===== src/hw/rtl/conv3x3_rgb_filter_defines.svh =====
// ----------------------------------------------------------------------------
// conv3x3_rgb_filter_defines
// Assertion macros shared by the filter RTL. Each expects clk_i and rst_ni
// in scope.
// ----------------------------------------------------------------------------
`ifndef CONV3X3_RGB_FILTER_DEFINES_SVH
`define CONV3X3_RGB_FILTER_DEFINES_SVH

// Property that must hold at every clock edge out of reset.
`define C3RGB_ASSERT(lbl, prop, msg) \
  lbl: assert property (@(posedge clk_i) disable iff (!rst_ni) (prop)) else $error(msg);

// Antecedent in one cycle implies consequent in the next.
`define C3RGB_ASSERT_NEXT(lbl, ante, cons, msg) \
  lbl: assert property (@(posedge clk_i) disable iff (!rst_ni) (ante) |=> (cons)) else $error(msg);

`endif


===== src/hw/rtl/c3rgb_pkg.sv =====
// ----------------------------------------------------------------------------
// c3rgb_pkg
// Types, register codes and kernel arithmetic for the 3x3 RGB filter.
// ----------------------------------------------------------------------------
package c3rgb_pkg;

  // Geometry defaults
  localparam int unsigned MAX_WIDTH_DEF  = 2048;
  localparam int unsigned MAX_HEIGHT_DEF = 4096;

  // Register port
  localparam int unsigned CFG_IDX_W  = 2;
  localparam int unsigned CFG_DATA_W = 13;
  localparam int unsigned MODE_W     = 3;
  localparam int unsigned IMG_W_W    = 12;
  localparam int unsigned IMG_H_W    = 13;

  localparam logic [IMG_W_W-1:0] RST_WIDTH  = IMG_W_W'(640);
  localparam logic [IMG_H_W-1:0] RST_HEIGHT = IMG_H_W'(480);

  // Kernel sum width: covers -1020 .. 4080
  localparam int unsigned SUM_W = 13;

  // Division by three as multiply by reciprocal, exact for sums up to 1275
  localparam int unsigned DIV3_MUL   = 683;
  localparam int unsigned DIV3_SHIFT = 11;

  typedef enum logic [CFG_IDX_W-1:0] {
    CFG_MODE   = 2'd0,
    CFG_WIDTH  = 2'd1,
    CFG_HEIGHT = 2'd2
  } cfg_idx_e;

  typedef enum logic [MODE_W-1:0] {
    MODE_BLUR    = 3'd0,
    MODE_SHARPEN = 3'd1,
    MODE_EDGE    = 3'd2,
    MODE_EMBOSS  = 3'd3,
    MODE_MAGIC   = 3'd4,
    MODE_NONE    = 3'd5
  } mode_e;

  typedef struct packed {
    logic [7:0] blue;
    logic [7:0] green;
    logic [7:0] red;
  } rgb_t;

  typedef struct packed {
    logic [7:0] red_in;
    logic [7:0] green_in;
    logic [7:0] blue_in;
    logic       is_padding;
  } pix_in_t;

  typedef struct packed {
    logic [7:0] red_out;
    logic [7:0] green_out;
    logic [7:0] blue_out;
    logic       last_of_frame;
  } pix_out_t;

  // Per-word tap qualifiers, worked out from the item count on entry
  typedef struct packed {
    logic ok_bot;   // newest word lies inside the frame
    logic ok_mid;   // word one row back lies inside the frame
    logic ok_top;   // word two rows back lies inside the frame
    logic z1;       // first word of frame: one-back taps are stale
    logic z2;       // first two words: two-back taps are stale
    logic has_res;  // this word completes a window
    logic last;     // window of the final pixel
  } tap_ctl_t;

  typedef logic signed [SUM_W-1:0] acc_t;
  typedef logic [8:0][7:0] taps_t;

  typedef struct packed {
    logic [MODE_W-1:0] mode;
    acc_t              sum_r;
    acc_t              sum_g;
    acc_t              sum_b;
    logic              has_res;
    logic              last;
  } ksum_t;

  // Weighted 3x3 sum for one channel; taps 0..8 in raster order
  function automatic acc_t kernel_sum(logic [MODE_W-1:0] mode, taps_t t);
    acc_t x [9];
    acc_t s;
    for (int k = 0; k < 9; k++) begin
      x[k] = acc_t'({5'd0, t[k]});
    end
    unique case (mode)
      MODE_BLUR: begin
        s = x[0] + (x[1] <<< 1) + x[2] + (x[3] <<< 1) + (x[4] <<< 2)
          + (x[5] <<< 1) + x[6] + (x[7] <<< 1) + x[8];
      end
      MODE_SHARPEN: s = (x[4] <<< 2) + x[4] - x[1] - x[3] - x[5] - x[7];
      MODE_EDGE:    s = x[0] - x[2] + x[6] - x[8];
      MODE_EMBOSS:  s = x[4] + x[5] + x[7] + (x[8] <<< 1) - (x[0] <<< 1) - x[1] - x[3];
      MODE_MAGIC:   s = x[2] + x[4] + x[8];
      default:      s = '0;
    endcase
    return s;
  endfunction

  function automatic logic [7:0] sat8(acc_t s);
    logic [7:0] r;
    if (s < 0) begin
      r = '0;
    end else if (s > acc_t'(255)) begin
      r = 8'hFF;
    end else begin
      r = s[7:0];
    end
    return r;
  endfunction

  // Scaling and clamping of a kernel sum
  function automatic logic [7:0] finish(logic [MODE_W-1:0] mode, acc_t s);
    logic [20:0] prod;
    logic [7:0]  r;
    prod = 21'(s[10:0]) * 21'(DIV3_MUL);
    unique case (mode)
      MODE_BLUR: r = s[11:4];
      MODE_SHARPEN: begin
        if (s < 0) begin
          r = '0;
        end else begin
          r = sat8(acc_t'({3'd0, prod[20:DIV3_SHIFT]}));
        end
      end
      MODE_EDGE, MODE_EMBOSS, MODE_MAGIC: r = sat8(s);
      default: r = '0;
    endcase
    return r;
  endfunction

endpackage


===== src/hw/rtl/c3rgb_post.sv =====
// ----------------------------------------------------------------------------
// c3rgb_post
// Divide and clamp stage with the output word register.
// ----------------------------------------------------------------------------
module c3rgb_post import c3rgb_pkg::*; (
  input  logic     clk_i,
  input  logic     rst_ni,
  input  logic     load_i,
  input  ksum_t    sum_i,
  input  logic     out_stall_i,
  output logic     out_valid_o,
  output pix_out_t out_data_o,
  output logic     ready_o
);

  logic     out_valid_q;
  pix_out_t out_data_q;

  // free when empty or when the held word leaves this cycle
  assign ready_o = !out_valid_q || !out_stall_i;

  always_ff @(posedge clk_i or negedge rst_ni) begin
    if (!rst_ni) begin
      out_valid_q <= 1'b0;
    end else if (load_i) begin
      out_valid_q <= 1'b1;
    end else if (!out_stall_i) begin
      out_valid_q <= 1'b0;
    end
  end

  always_ff @(posedge clk_i) begin
    if (load_i) begin
      out_data_q.red_out       <= finish(sum_i.mode, sum_i.sum_r);
      out_data_q.green_out     <= finish(sum_i.mode, sum_i.sum_g);
      out_data_q.blue_out      <= finish(sum_i.mode, sum_i.sum_b);
      out_data_q.last_of_frame <= sum_i.last;
    end
  end

  assign out_valid_o = out_valid_q;
  assign out_data_o  = out_data_q;

endmodule


===== config.mk =====
export PLATFORM = sky130hd
export DESIGN_NAME = c3rgb_post
export DESIGN_NICKNAME = d
export VERILOG_FILES = /design/src/hw/rtl/conv3x3_rgb_filter_defines.svh /design/src/hw/rtl/c3rgb_pkg.sv /design/src/hw/rtl/c3rgb_post.sv
export SDC_FILE = /design/constraint.sdc
export NUM_CORES = 1
export LEC_CHECK = 0
export BUFFER_PORTS_ARGS = -buffer_cell sky130_fd_sc_hd__buf_2
export CAP_MARGIN = 20
export CORE_ASPECT_RATIO = 0.9
export CORE_MARGIN = 10
export CORE_UTILIZATION = 45
export CTS_CLUSTER_DIAMETER = 150
export DETAILED_ROUTE_END_ITERATION = 7
export PLACE_DENSITY = 0.65
export SLEW_MARGIN = 20
export SYNTH_ARGS = -nofsm -noshare
export SYNTH_HDL_FRONTEND = slang
export SYNTH_SLANG_ARGS = --single-unit

===== constraint.sdc =====
create_clock -name clk_i -period 0.8 [get_ports clk_i]
set_input_delay 0.2 -clock clk_i [delete_from_list [all_inputs] [get_ports clk_i]]
set_output_delay 0.2 -clock clk_i [all_outputs]
set_load 0.05 [all_outputs]

==> flow_summary.ini <==
[outcome]
status = finished with violations
violations = setup timing

[clock_network]
cts_buffers = 3
clkSinkCount = 26
tritoncts = built
clock-root-buffer = clkbuf_16
cts_buffer_depth = 2
htreeDepth = 1
clk_pin_slew_ns = 0.07
worstSkewPairLatency_ns = 0.26

[worst_setup_path]
cp.required_ns = 0.79
end_kind = register
cp_num_cells = 19
path_common_cell = inv_2
cp_max_fo = 4
crit_chain = buf_8, ha_4, ha_4, inv_2, fa_1, inv_2, fa_1, inv_2, fa_1, inv_2, ha_4, and3_4, a221o_1, a211o_1, nor2b_4, or4_4, o221ai_4, buf_6, o2111ai_2
r2r-end = out_valid_o
start_kind = primary input
critical_path_class = in2reg
critPathArrivalTime_ns = 4.50
cp_slowest_cell = or4_4
cp_num_buf_inv = 6
critPathTopFamily = adder cells
r2r-start = out_valid_o
crit_path_end = out_data_o[11]
crit_start = sum_i[18]
rrSetupSlack_ns = 0.04
critPathMaxStageDelay_ns = 0.52
ff2ff_path_depth = 3

[die]
dieArea_sq_um = 25970
num_rows = 48
die_h_um = 153.9
dieWidth_um = 168.8
core_area_sq_um = 19400
initial_utilization_pct = 46.21
ioPinCount = 75

[yosys]
synthMuxAreaShare_pct = 0.5863
avgSynthCellArea_sq_um = 9.137
synth_compound_area_share_pct = 11.15
synth_seq_cells = 26
yosysTopAreaCell = ha_1
async_reset_ff_share_pct = 3.846
synth.top_cell.area_share_pct = 31.41
synth-xor-area-share_pct = 3.573
synth_fp_nets = 1365
synthAdderAreaFrac_pct = 56.20
synth_ff_type = edfxtp_1
netlist_area_sq_um = 8964
synth.top_cells.by_area = ha_1, fa_1, inv_1
yosysUniqueCellTypes = 59
synthSimpleGateAreaFrac_pct = 7.719
netlist_instances = 981
yosysSeqAreaShare_pct = 8.654
yosysWarnings = 0
synth_top_family_by_area = adder cells
synth_edf_count = 25

[placed_design]
hpwl_mm = 20.42
placement.io_buffers = 73
dp.cells = 1527
place_ws_ns = -4.139
gp_congestion = 0.9326
place_area_sq_um = 11960

[timing]
max_slew_margin_pct = 60.18
fmax_mhz = 221.9
setup_ws_ns = -3.706
rsz0062_at_grt = yes
fin_setup_tns_ns = -86.42
maxSlewViolCount = 0
worstMarginPinSlew_ns = 0.5911
setup_violations = 51
fin_crit_sh_pct = 563.3
final-hold-violation-count = 0
finClkSkew_ns = 0
period_minus_slack_ns = 4.506
whs_ns = 0.1697

[layout]
area_delta_synth_final_pct = 45.63
fin_util_pct = 67.29
fin_nets = 1680
fillCellCount = 1469
register_area_sq_um = 777.0
antenna_cells = 0
multi_input_comb_area_sq_um = 8245
postLayoutCellArea_sq_um = 13050
instances_no_fill = 1545
drive_gt1_share_pct = 36.53

[global_routing]
grt_max_degree = 27
track_usage_pct = 18.43
grt_pass1_wl_mm = 39.86
overflow = 0
antenna_found_initial = 0
grt_pass1_vias = 8187

[power]
p_per_area_nw_per_um2 = 2952
peakVddDrop_mv = 1.789
power_mw = 38.54
p_leak_nw = 6.558

[detailed_routing]
remaining_drc_errors = 0
drt_first_iter_violations = 210
wl_per_cell_um = 15.63
antenna_left = 0
dr.pass1.iters = 5
viasPerCell = 4.988
vias = 7706
drt_wl_total_mm = 24.14

[min_path]
hold_path_class = in2reg

[flow_run]
maxCapViolCount = 0
## cell families (layout without fill, tap and decap cells)
group,after synthesis,in the layout
AND/OR/NAND/NOR,142,142
adder cells (fa/ha/maj),336,336
XOR/XNOR,35,35
buffers and inverters,289,603
AO/OA/AOI/OAI,148,148
multiplexers,5,5
flip-flops,26,26
## report_power, final
part / internal [mW] / leakage [nW] / switching, mW
Combinational: 17.5 / 6.27 / 17.9
Sequential: 1.85 / 0.252 / 0.171
Clock: 0.670 / 0.0385 / 0.462
Total: 20.0 / 6.56 / 18.5
## cell type report
| cell class | instances | area share (%) |
|---|---|---|
| Timing Repair Buffer | 317 | 19.72 |
| Inverter | 282 | 8.166 |
| Multi-Input combinational cell | 666 | 63.16 |
| Tap cell | 250 | 2.396 |
| Clock inverter | 1 | 0.02875 |
| Clock buffer | 3 | 0.5751 |
| Sequential cell | 26 | 5.952 |
## sequential cells by signal, indices dropped and copies added, names as in the netlist
signal,cells
out_valid_o,1
out_data_o,25
## synth_stat cells, drive strengths merged (13+ instances only)
cell / number
inv: 282
ha: 225
fa: 111
o21ai: 43
nor2: 41
nand2: 39
a21oi: 26
edfxtp: 25
xnor2: 23
nand4: 13
## per-layer routing
layer | vias up | track usage [%] | wire length (um)
met2 | 135 | 32.80 | 12070
met4 | 0 | 4.060 | 501
met3 | 28 | 1.606 | 803
met1 | 3734 | 23.57 | 10760
met5 | - | 0 | 0
li1 | 3809 | - | -
## layout by cell type (no fill, tap or decap), drive strengths merged, types with 13 or more instances in the layout
cell	synthesis	final
a21oi	26	26
fa	111	111
ha	225	225
edfxtp	25	25
nand2	39	39
inv	282	280
nand4	13	13
buf	1	316
o21ai	43	43
xnor2	23	23
nor2	41	41
## repair_timing
| action | CTS | global route |
|---|---|---|
| setup endpoints to repair | 51 | 51 |
| setup buffers | 10 | 4 |
| pin swaps | 48 | 39 |
| endpoints found under the hold margin | 1 | 0 |
| hold buffers | 1 | 0 |
| resized for setup | 141 | 53 |
## worst min-delay path by stage
stage,slack [ns],end,cells past startpoint,from
3_5_place_dp,-0.02,out_valid_o,1,rst_ni
4_1_cts,0.17,out_data_o[0],1,sum_i[0]
5_1_grt,0.16,out_data_o[0],1,sum_i[0]
2_1_floorplan,-0.1,out_valid_o,0,rst_ni
3_3_place_gp,-0.02,out_valid_o,1,rst_ni
6_report,0.17,out_data_o[0],1,sum_i[0]
Power figures use the tool's default switching activity.
