### config.mk
export PLATFORM = sky130hd
export DESIGN_NAME = c3rgb_window
export DESIGN_NICKNAME = d
export VERILOG_FILES = /design/src/hw/rtl/conv3x3_rgb_filter_defines.svh /design/src/hw/rtl/c3rgb_pkg.sv /design/src/hw/rtl/c3rgb_window.sv
export SDC_FILE = /design/constraint.sdc
export NUM_CORES = 1
export LEC_CHECK = 0
export ABC_CLOCK_PERIOD_IN_PS = 7200
export BUFFER_PORTS_ARGS = -buffer_cell sky130_fd_sc_hd__buf_2
export CORE_MARGIN = 1.5
export CORE_UTILIZATION = 47
export DETAILED_ROUTE_END_ITERATION = 7
export PLACE_DENSITY = 0.62
export SLEW_MARGIN = 20
export SYNTH_ARGS = -nofsm -noshare
export SYNTH_HDL_FRONTEND = slang
export SYNTH_SLANG_ARGS = --single-unit
export TNS_END_PERCENT = 10
### constraint.sdc
create_clock -name clk_i -period 7.2 [get_ports clk_i]
set_input_delay 0.72 -clock clk_i [delete_from_list [all_inputs] [get_ports clk_i]]
set_output_delay 0.72 -clock clk_i [all_outputs]
set_load 0.02 [all_outputs]
### src/hw/rtl/conv3x3_rgb_filter_defines.svh
// ----------------------------------------------------------------------------
// conv3x3_rgb_filter_defines
// Assertion macros shared by the filter RTL. Each expects clk_i and rst_ni
// in scope.
// ----------------------------------------------------------------------------
`ifndef CONV3X3_RGB_FILTER_DEFINES_SVH
`define CONV3X3_RGB_FILTER_DEFINES_SVH

// Property that must hold at every clock edge out of reset.
`define C3RGB_ASSERT(lbl, prop, msg) \
  lbl: assert property (@(posedge clk_i) disable iff (!rst_ni) (prop)) else $error(msg);

// Antecedent in one cycle implies consequent in the next.
`define C3RGB_ASSERT_NEXT(lbl, ante, cons, msg) \
  lbl: assert property (@(posedge clk_i) disable iff (!rst_ni) (ante) |=> (cons)) else $error(msg);

`endif

### src/hw/rtl/c3rgb_pkg.sv
// ----------------------------------------------------------------------------
// c3rgb_pkg
// Types, register codes and kernel arithmetic for the 3x3 RGB filter.
// ----------------------------------------------------------------------------
package c3rgb_pkg;

  // Geometry defaults
  localparam int unsigned MAX_WIDTH_DEF  = 2048;
  localparam int unsigned MAX_HEIGHT_DEF = 4096;

  // Register port
  localparam int unsigned CFG_IDX_W  = 2;
  localparam int unsigned CFG_DATA_W = 13;
  localparam int unsigned MODE_W     = 3;
  localparam int unsigned IMG_W_W    = 12;
  localparam int unsigned IMG_H_W    = 13;

  localparam logic [IMG_W_W-1:0] RST_WIDTH  = IMG_W_W'(640);
  localparam logic [IMG_H_W-1:0] RST_HEIGHT = IMG_H_W'(480);

  // Kernel sum width: covers -1020 .. 4080
  localparam int unsigned SUM_W = 13;

  // Division by three as multiply by reciprocal, exact for sums up to 1275
  localparam int unsigned DIV3_MUL   = 683;
  localparam int unsigned DIV3_SHIFT = 11;

  typedef enum logic [CFG_IDX_W-1:0] {
    CFG_MODE   = 2'd0,
    CFG_WIDTH  = 2'd1,
    CFG_HEIGHT = 2'd2
  } cfg_idx_e;

  typedef enum logic [MODE_W-1:0] {
    MODE_BLUR    = 3'd0,
    MODE_SHARPEN = 3'd1,
    MODE_EDGE    = 3'd2,
    MODE_EMBOSS  = 3'd3,
    MODE_MAGIC   = 3'd4,
    MODE_NONE    = 3'd5
  } mode_e;

  typedef struct packed {
    logic [7:0] blue;
    logic [7:0] green;
    logic [7:0] red;
  } rgb_t;

  typedef struct packed {
    logic [7:0] red_in;
    logic [7:0] green_in;
    logic [7:0] blue_in;
    logic       is_padding;
  } pix_in_t;

  typedef struct packed {
    logic [7:0] red_out;
    logic [7:0] green_out;
    logic [7:0] blue_out;
    logic       last_of_frame;
  } pix_out_t;

  // Per-word tap qualifiers, worked out from the item count on entry
  typedef struct packed {
    logic ok_bot;   // newest word lies inside the frame
    logic ok_mid;   // word one row back lies inside the frame
    logic ok_top;   // word two rows back lies inside the frame
    logic z1;       // first word of frame: one-back taps are stale
    logic z2;       // first two words: two-back taps are stale
    logic has_res;  // this word completes a window
    logic last;     // window of the final pixel
  } tap_ctl_t;

  typedef logic signed [SUM_W-1:0] acc_t;
  typedef logic [8:0][7:0] taps_t;

  typedef struct packed {
    logic [MODE_W-1:0] mode;
    acc_t              sum_r;
    acc_t              sum_g;
    acc_t              sum_b;
    logic              has_res;
    logic              last;
  } ksum_t;

  // Weighted 3x3 sum for one channel; taps 0..8 in raster order
  function automatic acc_t kernel_sum(logic [MODE_W-1:0] mode, taps_t t);
    acc_t x [9];
    acc_t s;
    for (int k = 0; k < 9; k++) begin
      x[k] = acc_t'({5'd0, t[k]});
    end
    unique case (mode)
      MODE_BLUR: begin
        s = x[0] + (x[1] <<< 1) + x[2] + (x[3] <<< 1) + (x[4] <<< 2)
          + (x[5] <<< 1) + x[6] + (x[7] <<< 1) + x[8];
      end
      MODE_SHARPEN: s = (x[4] <<< 2) + x[4] - x[1] - x[3] - x[5] - x[7];
      MODE_EDGE:    s = x[0] - x[2] + x[6] - x[8];
      MODE_EMBOSS:  s = x[4] + x[5] + x[7] + (x[8] <<< 1) - (x[0] <<< 1) - x[1] - x[3];
      MODE_MAGIC:   s = x[2] + x[4] + x[8];
      default:      s = '0;
    endcase
    return s;
  endfunction

  function automatic logic [7:0] sat8(acc_t s);
    logic [7:0] r;
    if (s < 0) begin
      r = '0;
    end else if (s > acc_t'(255)) begin
      r = 8'hFF;
    end else begin
      r = s[7:0];
    end
    return r;
  endfunction

  // Scaling and clamping of a kernel sum
  function automatic logic [7:0] finish(logic [MODE_W-1:0] mode, acc_t s);
    logic [20:0] prod;
    logic [7:0]  r;
    prod = 21'(s[10:0]) * 21'(DIV3_MUL);
    unique case (mode)
      MODE_BLUR: r = s[11:4];
      MODE_SHARPEN: begin
        if (s < 0) begin
          r = '0;
        end else begin
          r = sat8(acc_t'({3'd0, prod[20:DIV3_SHIFT]}));
        end
      end
      MODE_EDGE, MODE_EMBOSS, MODE_MAGIC: r = sat8(s);
      default: r = '0;
    endcase
    return r;
  endfunction

endpackage

### src/hw/rtl/c3rgb_window.sv
// ----------------------------------------------------------------------------
// c3rgb_window
// 3x3 tap registers fed by the three row words, edge masking and the
// kernel sum stage.
// ----------------------------------------------------------------------------
module c3rgb_window import c3rgb_pkg::*; (
  input  logic              clk_i,
  input  logic              shift_i,
  input  tap_ctl_t          ctl_i,
  input  rgb_t              bot_i,
  input  rgb_t              mid_i,
  input  rgb_t              top_i,
  input  logic [MODE_W-1:0] mode_i,
  output ksum_t             sum_o
);

  rgb_t  bot1_q, bot2_q, mid1_q, mid2_q, top1_q, top2_q;
  rgb_t  bot_m, mid_m, top_m;
  rgb_t  tap [9];
  taps_t tr, tg, tb;
  ksum_t sum_q;

  // mask out-of-frame words and stale taps from the previous frame
  always_comb begin
    bot_m  = ctl_i.ok_bot ? bot_i : '0;
    mid_m  = ctl_i.ok_mid ? mid_i : '0;
    top_m  = ctl_i.ok_top ? top_i : '0;
    tap[0] = ctl_i.z2 ? '0 : top2_q;
    tap[1] = ctl_i.z1 ? '0 : top1_q;
    tap[2] = top_m;
    tap[3] = ctl_i.z2 ? '0 : mid2_q;
    tap[4] = ctl_i.z1 ? '0 : mid1_q;
    tap[5] = mid_m;
    tap[6] = ctl_i.z2 ? '0 : bot2_q;
    tap[7] = ctl_i.z1 ? '0 : bot1_q;
    tap[8] = bot_m;
    for (int k = 0; k < 9; k++) begin
      tr[k] = tap[k].red;
      tg[k] = tap[k].green;
      tb[k] = tap[k].blue;
    end
  end

  // shift taps and register the weighted sums
  always_ff @(posedge clk_i) begin
    if (shift_i) begin
      bot1_q        <= bot_m;
      bot2_q        <= bot1_q;
      mid1_q        <= mid_m;
      mid2_q        <= mid1_q;
      top1_q        <= top_m;
      top2_q        <= top1_q;
      sum_q.mode    <= mode_i;
      sum_q.sum_r   <= kernel_sum(mode_i, tr);
      sum_q.sum_g   <= kernel_sum(mode_i, tg);
      sum_q.sum_b   <= kernel_sum(mode_i, tb);
      sum_q.has_res <= ctl_i.has_res;
      sum_q.last    <= ctl_i.last;
    end
  end

  assign sum_o = sum_q;

endmodule

==> impl_table.tex <==
\begin{tabular}{lr}
\hline
Metric & Value \\
\hline
\multicolumn{2}{l}{\textbf{Clocking}} \\
H-tree levels & 4 \\
Total clock buffers created by CTS & 17 \\
Longest Clk Path Bufs & 2 \\
Worst-skew pair later-pin latency & 0.51 ns \\
Number of buffers added to fix hold violations after cts & 0 \\
Register clock-pin slew on the reported worst setup and hold paths & 0.08 ns \\
Number of sinks driven by the clock tree & 188 \\
Post-CTS Setup Inserts & 0 \\
Root buffer selected by CTS & clkbuf\_16 \\
CTS tree & built \\
Number of gates resized after cts & 0 \\
\multicolumn{2}{l}{\textbf{Timing}} \\
Sum Neg Setup Slack & 0 ns \\
Final number of hold-violating endpoints & 0 \\
Number of pins with negative max-slew slack in the final report & 0 \\
Worst Max-Slew Pin Slew & 1.14 ns \\
Final critical-path share of the clock period & 86.7\% \\
Slack of the critical path & 0.955 ns \\
Achievable frequency & 0.160 GHz \\
Setup repair after global routing missed its margin & no \\
Max Clock Skew & 0.0131 ns \\
Number of setup violations in the final report & 0 \\
Max\_slew headroom & 24.0\% \\
Shortest clock period the worst path allows after layout & 6.25 ns \\
\multicolumn{2}{l}{\textbf{Placed design}} \\
Half-perimeter wire length after detailed placement & 61.8 mm \\
Post-detailed-placement cell area & 0.0272 mm² \\
DP Worst Slack & 0.499 ns \\
Global placer's final weighted congestion & 0.924 \\
Port buffer count & 127 \\
\multicolumn{2}{l}{\textbf{Critical path}} \\
Max Fanout on Critical Path & 21 \\
Startpoint kind of the worst setup timing path & primary input \\
Launching element of the worst setup path & ctl\_i[2] \\
Type of the worst setup path & in2reg \\
Worst EP required & 7.47 ns \\
Crit Reg-Reg Startpoint & top2\_q[0] \\
Endpoint type of the worst setup path & register \\
Data arrival at the endpoint of the critical path & 6.51 ns \\
\multicolumn{2}{l}{\textbf{Global routing}} \\
Vias in the first global route & 19611 \\
GRT Resource Usage Total & 27.7\% \\
Antenna violations before repair & 1 \\
Residual overflow from global routing & 0 \\
Met1 routing resource usage after global routing & 38.1\% \\
GRT Max-Usage Layer & met2 \\
Maximum number of pins on one net before global-route repair & 68 \\
Met3 global-route usage & 3.74\% \\
First-pass GRT wire length & 116 mm \\
Global routing usage on met2 & 45.8\% \\
\multicolumn{2}{l}{\textbf{Pwr}} \\
Leakage power summed over all cells & 13.6 nW \\
Part of the power in combinational logic & 75.4\% \\
Share of total power in the clock network & 10.3\% \\
Net switching power of the design & 5.09 mW \\
Internal power & 5.21 mW \\
Overall power consumption & 10.3 mW \\
Pwr dens & 370 mW/mm² \\
Flop pwr share & 14.3\% \\
Peak supply drop & 237 µV \\
Proportion of total power due to net switching & 49.4\% \\
\multicolumn{2}{l}{\textbf{Die}} \\
Die Footprint & 0.0561 mm² \\
Number of rows created at floorplan & 85 \\
IO Pins & 128 \\
Height of the die & 237 µm \\
Initial standard-cell utilization of the core & 47.6\% \\
DIE WIDTH & 237 µm \\
Floorplan core area & 0.0539 mm² \\
\multicolumn{2}{l}{\textbf{Flow run}} \\
Max-capacitance violation count & 0 \\
\multicolumn{2}{l}{\textbf{Layout}} \\
Share of cells above drive strength 1 & 7.80\% \\
Synth-to-layout area growth & 8.51\% \\
Non-Filler Cell Area, Final & 0.0279 mm² \\
Number of nets in the layout & 3379 \\
\multicolumn{2}{l}{\textbf{Yosys}} \\
Gate count of the mapped netlist & 2526 \\
Synth Register Bits & 188 \\
Sequential area share after synthesis & 22.0\% \\
EDFF count, synth & 188 \\
Ys async rst share & 0\% \\
Primary FF master, synth & edfxtp\_1 \\
Number of warnings printed during yosys synthesis & 0 \\
Cell area after synthesis & 0.0257 mm² \\
Cell variety after synth & 65 \\
Mean Syn Cell Area & 10.2 µm² \\
Post-Synthesis Net Count & 3252 \\
\multicolumn{2}{l}{\textbf{Route}} \\
Per-cell routed wire length & 21.9 µm \\
Vias & 18366 \\
Routed Wire Length & 73.5 mm \\
Count of unresolved DRC violations after routing & 0 \\
Final antenna-violating net count & 0 \\
Vias per cell & 5.46 \\
Drt first-iter violations & 1333 \\
Number of optimization iterations in the first detailed-route pass & 5 \\
\multicolumn{2}{l}{\textbf{Status}} \\
Status & complete, no violations \\
\multicolumn{2}{l}{\textbf{Worst hold path}} \\
Worst hold path startpoint & ctl\_i[0] \\
Hold crit path type & in2reg \\
\hline
\end{tabular}
## synth_stat cells (16+ instances only)
cell	count	share of area [%]
o21bai_1	33	0.96
ha_1	282	14
a21o_1	38	1.1
nor3_1	37	0.72
o21ai_0	68	1.3
nand2b_1	123	3.0
o22ai_1	16	0.39
and2_1	29	0.71
inv_1	518	7.6
nor2_1	95	1.4
o21a_1	19	0.56
clkbuf_1	42	0.61
nand3_1	26	0.51
nand2_1	105	1.5
o211ai_1	18	0.53
a21oi_1	110	2.1
edfxtp_1	188	22
xor2_1	72	2.5
a211oi_1	17	0.50
fa_1	360	28
nor2b_1	87	2.1
xnor2_1	96	3.3
## final cells by class
type,count,area (µm²)
sequential,188,5650
clock buffer,17,425
antenna,1,2.50
clock inverter,15,188
multi-input combinational,1778,17900
inverter,518,1940
tap,696,871
timing repair buffer,150,842
fill,4855,26100
## cells by family after synthesis
kind of cell | Yosys count | synth area share [%]
fa+ha+maj | 642 | 41.8
buf+inv | 560 | 8.19
simple gates | 533 | 10.8
compound gates | 429 | 11.2
flops | 188 | 22.0
xor+xnor | 168 | 5.73
mux | 6 | 0.248
## registers in the layout, indices dropped and copies added, names as in the netlist
| signal | flops |
|---|---|
| mid1_q | 24 |
| bot1_q | 24 |
| top2_q | 24 |
| top1_q | 24 |
| bot2_q | 24 |
| sum_o | 44 |
| mid2_q | 24 |
## metrics by stage
step / util (%) / hold WS (ns) / instances
6_report: 51.7 / 0.380 / 3363
5_1_grt: 51.7 / 0.348 / 3362
4_1_cts: 51.7 / 0.342 / 3362
3_5_place_dp: 50.5 / 0.426 / 3330
3_3_place_gp: 50.5 / 0.423 / 3330
2_1_floorplan: - / 0.418 / 2526
## worst max-delay path, stage by stage
cell      delay [ns]
buf_2           0.38
buf_4           0.35
nand2b_1        0.19
fa_1            0.44
fa_1            0.50
inv_1           0.05
fa_1            0.48
inv_1           0.07
fa_1            0.40
a21oi_1         0.20
nor2b_1         0.07
nor2_1          0.11
xnor2_1         0.17
fa_1            0.45
ha_1            0.27
nor3_1          0.20
o21ai_0         0.12
a31oi_1         0.34
nand2b_1        0.16
a21boi_0        0.12
nor4_1          0.24
xor2_1          0.12
a221o_1         0.33
## power by group through the flow
stage | Combinational [mW] | Clock [mW] | Sequential, mW
floorplan | 5.56 | 0 | 1.58
global placement | 7.49 | 0 | 1.50
detailed placement | 7.61 | 0 | 1.50
CTS | 7.69 | 1.08 | 1.48
global route | 8.64 | 1.11 | 1.49
finish | 7.77 | 1.06 | 1.48
## routing by layer
| metal | wire, µm | up-vias |
|---|---|---|
| met3 | 4120 | 95 |
| met5 | 0 | - |
| met4 | 1820 | 0 |
| met1 | 32400 | 9165 |
| li1 | - | 8533 |
| met2 | 35200 | 573 |
## placed cells by master, fill, tap and decap left out, types with 16 or more instances in the layout
cell type,n
nor2_1,94
fa_1,360
inv_1,518
ha_1,282
edfxtp_1,188
o21a_1,19
xnor2_1,96
nand2b_1,123
o21bai_1,33
o211ai_1,18
clkbuf_16,17
nor3_1,36
buf_2,126
buf_4,21
a211oi_1,17
nand3_1,26
nand2_1,105
xor2_1,72
o21ai_0,68
and2_1,28
o22ai_1,16
nor2b_1,87
a21o_1,38
a21oi_1,110
## final timing paths
| kind | to | slack, ns | cells after the start |
|---|---|---|---|
| min | sum_o[0] | 0.38 | 1 |
| max | sum_o[13] | 0.95 | 23 |
| min reg2reg | bot2_q[12] | 0.43 | 0 |
| max reg2reg | sum_o[39] | 1.37 | 23 |
No activity file was read; power rests on OpenSTA's default activity.
